[src/hw/rtl/bsc_pkg.sv]
// Package for the breakpoint step controller: sizes, codes and the
// transaction and table entry types. No dependencies.
`timescale 1ns / 1ps
package bsc_pkg;

  localparam int MAX_BREAKPOINTS = 16;
  localparam int IDX_W = (MAX_BREAKPOINTS > 1) ? $clog2(MAX_BREAKPOINTS) : 1;
  localparam int CNT_W = $clog2(MAX_BREAKPOINTS + 1);

  localparam logic [2:0] MODE_LINE     = 3'd0;
  localparam logic [2:0] MODE_CONTINUE = 3'd1;
  localparam logic [2:0] MODE_OVER     = 3'd2;
  localparam logic [2:0] MODE_INTO     = 3'd3;
  localparam logic [2:0] MODE_OUT      = 3'd4;
  localparam logic [2:0] MODE_ADD      = 3'd5;
  localparam logic [2:0] MODE_REMOVE   = 3'd6;

  localparam logic [2:0] RM_RUNNING = 3'd0;
  localparam logic [2:0] RM_HALTED  = 3'd1;
  localparam logic [2:0] RM_OVER    = 3'd2;
  localparam logic [2:0] RM_INTO    = 3'd3;
  localparam logic [2:0] RM_OUT     = 3'd4;

  localparam logic [1:0] CAUSE_NONE  = 2'd0;
  localparam logic [1:0] CAUSE_FIBER = 2'd1;
  localparam logic [1:0] CAUSE_STEP  = 2'd2;
  localparam logic [1:0] CAUSE_BP    = 2'd3;

  typedef struct packed {
    logic [2:0]  mode;
    logic [7:0]  module_id;
    logic [15:0] line_number;
    logic [7:0]  frame_depth;
    logic [7:0]  fiber_id;
  } cmd_t;

  typedef struct packed {
    logic        stop;
    logic [1:0]  stop_cause;
    logic [2:0]  run_state;
    logic        op_ok;
    logic [15:0] bp_id;
  } rsp_t;

  // armed is -1 while the breakpoint has not fired.
  typedef struct packed {
    logic [15:0]       line;
    logic [7:0]        module_id;
    logic [15:0]       id;
    logic signed [8:0] armed;
  } bp_entry_t;

  typedef struct packed {
    logic             we;
    logic [IDX_W-1:0] waddr;
    bp_entry_t        wdata;
    logic [IDX_W-1:0] raddr;
  } mem_req_t;

endpackage

[src/hw/rtl/breakpoint_step_controller_unit.sv]
// Top level of the breakpoint step controller: command sequencer and run state.
// Depends on bsc_pkg and bsc_bp_table.
// Run commands, unused modes and line events while halted skip the table sweep;
// other line events, add and remove sweep the table one entry a cycle, and a
// remove of a match then moves the last entry into the freed slot. A new start is
// taken once busy falls. The receiver cannot stall. Synchronous reset clears the
// run state and the table count; table contents are undefined until written.
`timescale 1ns / 1ps
module breakpoint_step_controller_unit (
  input  logic          clk,
  input  logic          rst,
  input  logic          start,
  output logic          busy,
  input  bsc_pkg::cmd_t cmd,
  output logic          done,
  output bsc_pkg::rsp_t rsp
);

  localparam logic [2:0] S_IDLE    = 3'd0;
  localparam logic [2:0] S_SCAN    = 3'd1;
  localparam logic [2:0] S_FINISH  = 3'd2;
  localparam logic [2:0] S_MOVE_RD = 3'd3;
  localparam logic [2:0] S_MOVE_WR = 3'd4;

  logic [2:0] state;
  bsc_pkg::cmd_t cmd_q;

  logic [2:0]         run_mode;
  logic signed [16:0] prev_line;
  logic signed [8:0]  prev_depth;
  logic signed [16:0] step_origin_line;
  logic signed [8:0]  step_origin_depth;
  logic signed [8:0]  step_out_target;
  logic [7:0]         prev_fiber;
  logic [bsc_pkg::CNT_W-1:0] bp_count;
  logic [15:0]        next_bp_id;

  logic [bsc_pkg::CNT_W-1:0] rd_idx;
  logic                      rd_valid;
  logic [bsc_pkg::IDX_W-1:0] wr_idx;
  logic                      found;
  logic [bsc_pkg::IDX_W-1:0] found_idx;

  bsc_pkg::mem_req_t  req;
  bsc_pkg::bp_entry_t q;

  bsc_bp_table u_table (
    .clk (clk),
    .req (req),
    .q   (q)
  );

  logic signed [8:0]  d9;
  logic signed [16:0] l17;
  logic               fiber_sw;
  logic               moved;
  logic [1:0]         pre_cause;
  logic               scan_en;
  logic               issue;
  logic               match;
  logic               hit;
  logic signed [8:0]  armed_new;
  logic [bsc_pkg::CNT_W-1:0] last_cnt;
  logic               add_ok;
  logic               remove_move;
  logic [2:0]         run_mode_next;
  bsc_pkg::rsp_t      rsp_next;

  assign d9       = {1'b0, cmd_q.frame_depth};
  assign l17      = {1'b0, cmd_q.line_number};
  assign fiber_sw = cmd_q.fiber_id != prev_fiber;
  assign moved    = (l17 != prev_line) || (d9 != prev_depth);
  assign issue    = rd_idx < bp_count;
  assign match    = (q.line == cmd_q.line_number) && (q.module_id == cmd_q.module_id);
  assign last_cnt = bp_count - 1'b1;
  assign add_ok   = cmd_q.mode == bsc_pkg::MODE_ADD && !found &&
                    bp_count < bsc_pkg::CNT_W'(bsc_pkg::MAX_BREAKPOINTS);
  assign remove_move = cmd_q.mode == bsc_pkg::MODE_REMOVE && found;

  // Decision that needs no table access; the sweep can only find a breakpoint hit when none fires.
  always_comb begin
    pre_cause = bsc_pkg::CAUSE_NONE;
    scan_en   = 1'b0;
    if (run_mode != bsc_pkg::RM_RUNNING && fiber_sw) begin
      pre_cause = bsc_pkg::CAUSE_FIBER;
    end else if (run_mode == bsc_pkg::RM_OVER && d9 == step_origin_depth) begin
      pre_cause = (l17 != step_origin_line) ? bsc_pkg::CAUSE_STEP : bsc_pkg::CAUSE_NONE;
    end else if (run_mode == bsc_pkg::RM_INTO && moved) begin
      pre_cause = bsc_pkg::CAUSE_STEP;
    end else if (run_mode == bsc_pkg::RM_OUT && d9 == step_out_target) begin
      pre_cause = bsc_pkg::CAUSE_STEP;
    end else begin
      scan_en = moved;
    end
  end

  always_comb begin
    hit = scan_en && !found && (q.armed < d9) && match;
    armed_new = hit ? d9 : q.armed;
    if (fiber_sw || (d9 != prev_depth && armed_new > d9)) begin
      armed_new = -9'sd1;
    end
  end

  // Result and next run mode once the sweep is over.
  always_comb begin
    run_mode_next = run_mode;
    rsp_next      = '0;
    case (cmd_q.mode)
      bsc_pkg::MODE_LINE: begin
        if (run_mode != bsc_pkg::RM_HALTED &&
            (pre_cause != bsc_pkg::CAUSE_NONE || found)) begin
          rsp_next.stop       = 1'b1;
          rsp_next.stop_cause = (pre_cause != bsc_pkg::CAUSE_NONE) ?
                                pre_cause : bsc_pkg::CAUSE_BP;
          run_mode_next       = bsc_pkg::RM_HALTED;
        end
      end
      bsc_pkg::MODE_CONTINUE: begin
        if (run_mode == bsc_pkg::RM_HALTED) begin
          run_mode_next  = bsc_pkg::RM_RUNNING;
          rsp_next.op_ok = 1'b1;
        end
      end
      bsc_pkg::MODE_INTO: begin
        if (run_mode == bsc_pkg::RM_HALTED) begin
          run_mode_next  = bsc_pkg::RM_INTO;
          rsp_next.op_ok = 1'b1;
        end
      end
      bsc_pkg::MODE_OVER: begin
        if (run_mode == bsc_pkg::RM_HALTED) begin
          run_mode_next  = bsc_pkg::RM_OVER;
          rsp_next.op_ok = 1'b1;
        end
      end
      bsc_pkg::MODE_OUT: begin
        if (run_mode == bsc_pkg::RM_HALTED && prev_depth > 9'sd0) begin
          run_mode_next  = bsc_pkg::RM_OUT;
          rsp_next.op_ok = 1'b1;
        end
      end
      bsc_pkg::MODE_ADD: begin
        if (add_ok) begin
          rsp_next.op_ok = 1'b1;
          rsp_next.bp_id = next_bp_id;
        end
      end
      bsc_pkg::MODE_REMOVE: begin
        rsp_next.op_ok = found;
      end
      default: begin
      end
    endcase
    rsp_next.run_state = run_mode_next;
  end

  always_comb begin
    req.we    = 1'b0;
    req.waddr = wr_idx;
    req.wdata = q;
    req.raddr = rd_idx[bsc_pkg::IDX_W-1:0];
    unique case (state)
      S_SCAN: begin
        if (rd_valid && cmd_q.mode == bsc_pkg::MODE_LINE) begin
          req.we          = 1'b1;
          req.wdata.armed = armed_new;
        end
      end
      S_FINISH: begin
        req.waddr = bp_count[bsc_pkg::IDX_W-1:0];
        req.wdata = '{line: cmd_q.line_number, module_id: cmd_q.module_id,
                      id: next_bp_id, armed: -9'sd1};
        req.we    = add_ok;
      end
      S_MOVE_RD: begin
        req.raddr = last_cnt[bsc_pkg::IDX_W-1:0];
      end
      S_MOVE_WR: begin
        req.we    = 1'b1;
        req.waddr = found_idx;
      end
      default: begin
      end
    endcase
  end

  assign busy = state != S_IDLE;

  always_ff @(posedge clk) begin
    if (rst) begin
      state             <= S_IDLE;
      run_mode          <= bsc_pkg::RM_RUNNING;
      prev_line         <= -17'sd1;
      prev_depth        <= -9'sd1;
      step_origin_line  <= -17'sd1;
      step_origin_depth <= -9'sd1;
      step_out_target   <= -9'sd1;
      prev_fiber        <= '0;
      bp_count          <= '0;
      next_bp_id        <= '0;
      rd_idx            <= '0;
      rd_valid          <= 1'b0;
      found             <= 1'b0;
      done              <= 1'b0;
    end else begin
      done <= (state == S_FINISH && !remove_move) || state == S_MOVE_WR;
      unique case (state)
        S_IDLE: begin
          if (start) begin
            cmd_q    <= cmd;
            rd_idx   <= '0;
            rd_valid <= 1'b0;
            found    <= 1'b0;
            if ((cmd.mode == bsc_pkg::MODE_LINE && run_mode != bsc_pkg::RM_HALTED) ||
                cmd.mode == bsc_pkg::MODE_ADD || cmd.mode == bsc_pkg::MODE_REMOVE) begin
              state <= S_SCAN;
            end else begin
              state <= S_FINISH;
            end
          end
        end
        S_SCAN: begin
          rd_valid <= issue;
          if (issue) begin
            rd_idx <= rd_idx + 1'b1;
            wr_idx <= rd_idx[bsc_pkg::IDX_W-1:0];
          end
          if (rd_valid) begin
            if (cmd_q.mode == bsc_pkg::MODE_LINE) begin
              if (hit) begin
                found <= 1'b1;
              end
            end else if (match && !found) begin
              found     <= 1'b1;
              found_idx <= wr_idx;
            end
          end
          if (!issue && !rd_valid) begin
            state <= S_FINISH;
          end
        end
        S_FINISH: begin
          rsp      <= rsp_next;
          run_mode <= run_mode_next;
          // The last entry moves into the freed slot before the result goes out.
          state    <= remove_move ? S_MOVE_RD : S_IDLE;
          if (cmd_q.mode == bsc_pkg::MODE_LINE && run_mode != bsc_pkg::RM_HALTED) begin
            prev_fiber <= cmd_q.fiber_id;
            prev_depth <= d9;
            prev_line  <= l17;
          end
          if (cmd_q.mode == bsc_pkg::MODE_OVER && rsp_next.op_ok) begin
            step_origin_line  <= prev_line;
            step_origin_depth <= prev_depth;
          end
          if (cmd_q.mode == bsc_pkg::MODE_OUT && rsp_next.op_ok) begin
            step_out_target <= prev_depth - 9'sd1;
          end
          if (add_ok) begin
            next_bp_id <= next_bp_id + 16'd1;
            bp_count   <= bp_count + 1'b1;
          end
        end
        S_MOVE_RD: begin
          state <= S_MOVE_WR;
        end
        S_MOVE_WR: begin
          bp_count <= last_cnt;
          state    <= S_IDLE;
        end
        default: begin
          state <= S_IDLE;
        end
      endcase
    end
  end

endmodule

[src/hw/rtl/bsc_bp_table.sv]
// Breakpoint table memory: one write port, one read port, registered read.
// Depends on bsc_pkg.
`timescale 1ns / 1ps
module bsc_bp_table (
  input  logic               clk,
  input  bsc_pkg::mem_req_t  req,
  output bsc_pkg::bp_entry_t q
);

  bsc_pkg::bp_entry_t mem [bsc_pkg::MAX_BREAKPOINTS];

  always_ff @(posedge clk) begin
    if (req.we) begin
      mem[req.waddr] <= req.wdata;
    end
    q <= mem[req.raddr];
  end

endmodule
[config.mk]
export PLATFORM = sky130hd
export DESIGN_NAME = breakpoint_step_controller_unit
export DESIGN_NICKNAME = d
export VERILOG_FILES = /design/src/hw/rtl/bsc_pkg.sv /design/src/hw/rtl/breakpoint_step_controller_unit.sv /design/src/hw/rtl/bsc_bp_table.sv
export SDC_FILE = /design/constraint.sdc
export NUM_CORES = 1
export LEC_CHECK = 0
export ABC_AREA = 1
export BUFFER_PORTS_ARGS = -buffer_cell sky130_fd_sc_hd__buf_2
export CAP_MARGIN = 40
export CORE_MARGIN = 4
export CORE_UTILIZATION = 40
export DETAILED_ROUTE_END_ITERATION = 8
export PLACE_DENSITY = 0.58
export SLEW_MARGIN = 30
export SYNTH_ARGS = -nofsm -noshare
export SYNTH_HDL_FRONTEND = slang
export SYNTH_SLANG_ARGS = --single-unit
[constraint.sdc]
create_clock -name clk -period 7.5 [get_ports clk]
set_clock_uncertainty 0.05 [all_clocks]
set_input_delay 1.5 -clock clk [delete_from_list [all_inputs] [get_ports clk]]
set_output_delay 1.5 -clock clk [all_outputs]
set_load 0.01 [all_outputs]
# Yosys cells after proc, flatten, opt, wreduce, memory -nomap -nowiden
# Memory sizes are Yosys's and may differ from the RTL's. A register that Yosys moved wholly into a read port is not among the register bits.
# Cells that the tools add are included.
# totals
register_bits	178
mem_bits_rw	784
input_bits	46
output_inout_bits	25
wordCells	176
n_memories	1
# op_classes
add_sub_neg	5
magnitude_cmp	5
eq_ne	32
muxes	49
bitwise_logic	2
n_reduce_logical	56
# memory_table
name	depth	width	read_ports	rd_clocked_by_memory_dff	write_ports	line_no	text
u_table.mem	16	49	1	1	1	bsc_bp_table.sv:10	bsc_pkg::bp_entry_t mem [bsc_pkg::MAX_BREAKPOINTS];
# op_table
op	count
two-way mux 40 bit	1
inequality test 17 bit	2
two-way mux 9 bit	3
two-way mux 3 bit	8
logical AND 1 bit	22
== test 3 bit, second input constant	7
one-hot mux 5 bit (2 select lines)	2
AND reduction 2 bit	10
== test 3 x 2 -> 1 bit, second input constant	6
== test 9 bit	2
one-hot mux 9 bit (2 select lines)	1
two-way mux 17 bit	1
adder 16 x 1 -> 16 bit, second input constant	1
== test 16 bit	1
two-way mux 2 bit	8
two-way mux 5 bit	3
one-hot mux 3 bit (5 select lines)	1
two-way mux 1 bit	14
one-hot mux 3 bit (4 select lines)	1
adder 5 x 1 -> 5 bit, second input constant	2
inequality test 2 bit, second input constant	5
AND reduction 5 bit	2
== test 3 x 1 -> 1 bit, second input constant	3
> comparator 9 x 1 -> 1 bit, second input constant	1
24 further kinds	42

# Logic depth before layout (Yosys ltp)
# Gate-level depths: netlist of the first run.
# logic_depth
depth_word	16
mapped_depth	27
ltp_nobuf	27

# Cells and area by module
# Synthesis of the first run repeated with hierarchy kept, for this count alone.
# unflattened
cells_unflattened	4465
hier_area_um2	44208.6
# by_module_without_submodules
module	n_inst	cells_per_inst	area_each_um2	seq_area_each_um2
bsc_bp_table	1	3231	34707.0	24523.5
breakpoint_step_controller_unit	1	1234	9501.6	4264.1

# Worst setup path after synthesis of the first run
# Ideal clock, no wire load.
# synth_timing
path_type	in2reg
start	in rst
end	reg cmd_q[0] (netlist bit), enable pin
setup_time_ns	0.444
arrival_ns	3.681
required_ns	7.006
path_slack_ns	3.325
stages	3
n_path_buf	2
path_cell_list	clkbuf_1 clkbuf_1 nor2_1
# synth_via
elab_chain_len	2
# synth_lines
item	line_no	text
start, declared	breakpoint_step_controller_unit.sv:11	input logic rst,
NOT 1 bit (no line)	n/a	
AND reduction 3 bit (no line)	n/a	
end signal, assigned	breakpoint_step_controller_unit.sv:211	cmd_q <= cmd;
end, declared	breakpoint_step_controller_unit.sv:26	bsc_pkg::cmd_t cmd_q;
# No other way between the ends.
# A chain may end at the register's enable or synchronous reset.

==> flow_summary.json, run 1 <==
{
  "via_per_inst": 5.56,
  "vias": 20800,
  "cts_root_buffer": "clkbuf_16",
  "crit_fanout": 16,
  "wl_per_cell_um": 22.1,
  "path_class": "flop to flop",
  "synth_seq_cells": 737,
  "reg2reg_to": "u_table.mem[4][6]$_DFFE_PP_",
  "met2_usage": 0.329,
  "cp-end-kind": "flop",
  "seq_area_frac_synth": 0.684,
  "cts_sinks": 737,
  "holdPathEnd": "bp_count[4]$_SDFFE_PP0P_",
  "grt-ovfl-total": 0,
  "p_leak_nw": 12.4,
  "die_w_um": 284,
  "period_share": 0.585,
  "htree_levels": 3,
  "ant_nets": 0,
  "reg2regPathDepth": 26,
  "place_congestion": 0.841,
  "drive_above_1_share": 0.120,
  "post_cts_buffers": 0,
  "grt_max_degree": 188,
  "ir_worst_vdd_mv": 0.169,
  "syn_nets": 2711,
  "cts_tree": "done",
  "drc_errors": 0,
  "postSynthAreaPerCell_um2": 11.5,
  "drv_cap": 0,
  "fp.dieArea_um2": 80400,
  "cp_common_cell": "nand2_1",
  "syn_inst": 2641,
  "reg2reg_slack_ps": 3110,
  "fillCellCount": 6710,
  "setup_violations": 0,
  "io_pins": 71,
  "critical_path_required_ps": 7660,
  "utilization": 0.464,
  "dr.pass1.iters": 8,
  "cts-buffers-inserted": 79,
  "critPathMaxStageDelay_ps": 490,
  "track_usage": 0.201,
  "synthesis.area_um2": 30400,
  "tightest_slew_ps": 1040,
  "cp_slowest_cell": "nor2_1",
  "p_per_area_nw_per_um2": 308,
  "timing.slew.headroom": 0.304,
  "holdCritStartpoint": "bp_count[4]$_SDFFE_PP0P_",
  "fmax_mhz": 228,
  "hold_buffers": 0,
  "holdPathStages": 1,
  "synth_ff_type": "edfxtp_1",
  "grt_pass1_wl_mm": 125,
  "r2r-start": "cmd_q[37]$_DFFE_PP_",
  "synthArstFlopShare": 0,
  "critPathArrivalTime_ps": 4540,
  "wirelength_mm": 82.8,
  "start_util": 0.406,
  "place_ws_ps": 3240,
  "synth_edf_count": 602,
  "dr.first_iter.drc_count": 2305,
  "grt_pass1_vias": 20200,
  "clk_latency_ps": 630,
  "finalSetupTns_ps": 0,
  "rows": 100,
  "hpwlAfterDp_mm": 46.6,
  "rsz0062_at_grt": "no",
  "antenna_found_initial": 0,
  "yosys.cell_types.count": 52,
  "finalPower_mw": 10.7,
  "yosys_warnings": 0,
  "nets": 2783,
  "slew_violations": 0,
  "setup_ws_ps": 3110,
  "coreArea_um2": 74800,
  "clk_path_buf_depth": 3,
  "finalHoldViolations": 0,
  "met3_usage": 0.0324,
  "syn2layout_area_growth_pct": 14.4,
  "min_path_type": "flop to flop",
  "period_minus_slack_ps": 4390,
  "die_h_um": 284,
  "cts-resized-gates": 0,
  "status": "finished clean",
  "grt.met1_usage": 0.281,
  "critPathLaunchType": "flop",
  "grt.busiest_layer": "met2",
  "n_antenna_cell": 0,
  "io_buffers": 70,
  "cts.clk_slew.worst_paths_ps": 60
}
-- logic make-up after synthesis --
| group | share of synthesized area |
|---|---|
| adder cells (fa/ha/maj) | 0.00989 |
| XOR/XNOR | 0.0162 |
| buffers and inverters | 0.0396 |
| AO/OA/AOI/OAI | 0.127 |
| flip-flops | 0.684 |
| AND/OR/NAND/NOR | 0.123 |
-- cells in the mapped netlist, types with 16 or more instances --
library cell  number  area, µm²
nor3_1            16       80.1
a21oi_1           65        325
xnor2_1           32        280
clkbuf_1          97        364
o211ai_1          75        563
buf_2             31        155
ha_1              24        300
o21ai_0          341       1710
inv_1            137        514
dfxtp_1          135       2700
edfxtp_1         602      18100
nor2_1           391       1470
xor2_1            24        210
nand3_1           83        415
o22ai_1           40        250
o221ai_1          93        815
inv_2             16       60.1
nand2_1          340       1280
-- cells in the final DEF, fill, tap and decap left out, types with 9 or more instances in the layout --
master / netlist / routed
nand3_1: 83 / 82
nand4_1: 15 / 15
nor2_1: 391 / 373
nor2_4: 3 / 21
o211ai_1: 75 / 75
inv_2: 16 / 15
clkbuf_1: 97 / 18
xor2_1: 24 / 24
nor3_1: 16 / 16
clkinv_1: 1 / 10
edfxtp_1: 602 / 602
clkbuf_16: 0 / 81
nand2_1: 340 / 339
bufinv_16: 0 / 9
buf_2: 31 / 70
buf_4: 4 / 54
o22ai_1: 40 / 40
dfxtp_1: 135 / 135
xnor2_1: 32 / 32
a21oi_1: 65 / 65
nor2_2: 9 / 9
o21ai_0: 341 / 337
inv_1: 137 / 136
o221ai_1: 93 / 93
ha_1: 24 / 24
clkinv_2: 0 / 13
-- layer usage --
metal / wire length (µm) / share of wire / vias to the layer above
li1: - / - / 9650
met1: 36200 / 0.44 / 10300
met2: 39000 / 0.47 / 789
met3: 5780 / 0.070 / 121
met4: 1820 / 0.022 / 0
met5: 0 / 0 / -
-- sequential cells by signal (all words and copies together) (netlist names), 4 cells and up --
register,cells
rsp,23
prev_fiber,8
cmd_q,43
step_origin_depth,8
found_idx,4
step_origin_line,17
next_bp_id,16
rd_idx,5
u_table.q,33
step_out_target,9
prev_line,17
u_table.mem,528
prev_depth,8
bp_count,5
wr_idx,4
-- power breakdown --
part	switching, mW	internal [mW]
Combinational	1.25	0.462
Clock	1.61	2.36
Sequential	0.111	4.90
-- cell type report --
class / count / area [µm²] / area share
flip-flops and latches: 737 / 20800 / 0.598
multi-input cells: 1609 / 8560 / 0.246
clock buffers: 104 / 2160 / 0.0623
well taps: 969 / 1210 / 0.0349
repair buffers: 132 / 946 / 0.0272
inverters: 154 / 586 / 0.0169
clock inverters: 41 / 497 / 0.0143
-- per-stage QoR --
step                      area [µm²]  hold WS, ps  cells
after floorplan                30400          372   2641
after global placement         31900          387   3593
after detailed placement       32000          396   3598
after CTS                      34700          407   3743
after global routing           34700          424   3746
final                          34700          406   3746
-- worst max-delay path by stage --
stage                        start                      endpoint  slack [ps]
6_report       cmd_q[37]$_DFFE_PP_   u_table.mem[4][6]$_DFFE_PP_        3110
4_1_cts        cmd_q[37]$_DFFE_PP_   u_table.mem[7][0]$_DFFE_PP_        3230
3_5_place_dp   cmd_q[37]$_DFFE_PP_  u_table.mem[10][0]$_DFFE_PP_        3240
2_1_floorplan                  rst            cmd_q[0]$_DFFE_PP_        3330
3_3_place_gp   cmd_q[37]$_DFFE_PP_   u_table.mem[0][6]$_DFFE_PP_        3210
5_1_grt        cmd_q[34]$_DFFE_PP_   u_table.mem[0][6]$_DFFE_PP_        2660
-- critical path: cells and delay by family (launching register included) --
kind | cells | cell delay (ps)
flops | 1 | 320
simple gates | 18 | 2690
compound gates | 4 | 430
buf+inv | 3 | 180
fa+ha+maj | 1 | 310
(Power assumes the default switching activity.)
==> run 2: changes to the inputs <==
Clock period 7.5 ns to 4.45 ns, I/O delays scaled along.
==> run 2 against run 1 <==
Effect of this change:
- die area unchanged
- clock power up 64%
- final cell count up 0.61%
- register-to-register slack worse by 2700 ps
- routed wire length up 1.4%
- worst hold slack worse by 17 ps
- total power up 67%
- sequential share of layout area down 0.68 points
- sequential power up 69%
- combinational power up 69%
- critical path type unchanged
- critical endpoint is now u_table.mem[14][6]$_DFFE_PP_
- highest routed layer unchanged
==> flow_summary.json, run 2 (synthesized netlist as in run 1, its figures left out) <==
{
  "status": "finished clean",
  "htree_levels": 3,
  "utilization": 0.470,
  "layout_common_cells": "edfxtp_1 (602), nor2_1 (372), o21ai_0 (338)",
  "hpwlAfterDp_mm": 46.9,
  "multi_input_area_um2": 8570,
  "min_path_type": "primary input to flop",
  "register_area_um2": 20800,
  "cts_sinks": 737,
  "reg2reg_to": "u_table.mem[14][6]$_DFFE_PP_",
  "critical_path_required_ps": 4720,
  "syn2layout_area_growth_pct": 15.7,
  "vias": 21200,
  "cp_common_cell": "nand2_1",
  "grt_pass1_vias": 20300,
  "fmax_mhz": 248,
  "ir_worst_vdd_mv": 0.276,
  "setup_violations": 0,
  "finalPower_mw": 17.8,
  "track_usage": 0.204,
  "top_regs": "u_table.mem (528), cmd_q (43), u_table.q (33)",
  "cts_tree": "done",
  "antenna_found_initial": 1,
  "drc_errors": 0,
  "largest_reg_flops": 528,
  "holdWs_ps": 389,
  "via_per_inst": 5.62,
  "rsz0062_at_grt": "no",
  "grt_max_degree": 179,
  "dr.first_iter.drc_count": 2463,
  "place_ws_ps": 354,
  "holdPathStages": 1,
  "final_common_cell": "edfxtp_1",
  "io_buffers": 70,
  "cp-end-kind": "flop",
  "ant_nets": 0,
  "largest_register": "u_table.mem",
  "grt_pass1_wl_mm": 127,
  "io_pins": 71,
  "setup_ws_ps": 413,
  "grt-ovfl-total": 0,
  "nets": 2805,
  "rows": 100,
  "cts-buffers-inserted": 78,
  "critPathArrivalTime_ps": 4310,
  "drive_above_1_share": 0.129,
  "reg2regPathDepth": 26,
  "tightest_slew_ps": 866,
  "wl_per_cell_um": 22.3,
  "die_h_um": 284,
  "crit_end": "u_table.mem[14][6]$_DFFE_PP_",
  "finalSetupTns_ps": 0,
  "slew_violations": 0,
  "p_leak_nw": 12.5,
  "coreArea_um2": 74800,
  "timing.slew.headroom": 0.423,
  "critPathLaunchType": "flop",
  "cts.clk_slew.worst_paths_ps": 60,
  "period_minus_slack_ps": 4040,
  "cp_slowest_cell": "edfxtp_1",
  "drv_cap": 0,
  "die_w_um": 284,
  "critPathMaxStageDelay_ps": 490,
  "finalHoldViolations": 0,
  "cts_root_buffer": "clkbuf_16",
  "fillCellCount": 6566,
  "crit_fanout": 16,
  "start_util": 0.406,
  "clk_path_buf_depth": 3,
  "path_class": "flop to flop",
  "wirelength_mm": 84.0,
  "dr.pass1.iters": 5,
  "fp.dieArea_um2": 80400,
  "r2r-start": "cmd_q[30]$_DFFE_PP_",
  "period_share": 0.907,
  "reg2reg_slack_ps": 410,
  "startpoint": "cmd_q[30]$_DFFE_PP_",
  "p_per_area_nw_per_um2": 507,
  "n_antenna_cell": 0,
  "clk_latency_ps": 640,
  "place_congestion": 0.905
}
run 2: critical path, delay by kind of cell, from the launching register on:
| family | cells | cell delay, ps |
|---|---|---|
| AOI/OAI and AO/OA | 3 | 460 |
| and+or+nand+nor | 18 | 2140 |
| DFF | 1 | 490 |
| adders and majority gates | 1 | 270 |
| buffers and inverters | 4 | 290 |
run 2: repair_timing:
item                                    4_1_cts  5_1_grt
endpoints found under the setup margin        0      128
hold buffers                                  0        0
resized for setup                             0        9
setup buffers                                 0        0
run 2: metal layers:
metal  global-route usage  wire [µm]
met5                    0          0
met2                0.326      39000
met4               0.0659       2530
met1                0.286      36300
met3               0.0338       6230
run 2: report_power, final:
part	internal (mW)	switching (mW)	total (mW)	leakage (nW)
Sequential	8.25	0.196	8.45	6.54
Clock	3.79	2.70	6.49	1.26
Combinational	0.813	2.07	2.89	4.72
Total	12.9	4.97	17.8	12.5
run 2: per-stage QoR:
step	cells	area, µm²
finish	3769	35100
global route	3769	35100
CTS	3766	35100
detailed placement	3621	32500
global placement	3617	32400
floorplan	2641	30400
run 2: final cells by class:
cell class	instances	share of cell area
clock buffers	104	0.0615
multi-input cells	1609	0.244
inverters	154	0.0167
clock inverters	41	0.0118
flip-flops and latches	737	0.591
well taps	969	0.0345
repair buffers	155	0.0404
run 2: worst min path at each step:
stage                              from                        to  slack, ps
2_1_floorplan  bp_count[4]$_SDFFE_PP0P_  bp_count[4]$_SDFFE_PP0P_        370
3_3_place_gp        wr_idx[2]$_DFFE_PP_    found_idx[2]$_DFFE_PP_        380
3_5_place_dp        wr_idx[2]$_DFFE_PP_    found_idx[2]$_DFFE_PP_        390
4_1_cts                         cmd[37]       cmd_q[37]$_DFFE_PP_        350
5_1_grt                         cmd[36]       cmd_q[36]$_DFFE_PP_        360
6_report                        cmd[37]       cmd_q[37]$_DFFE_PP_        390
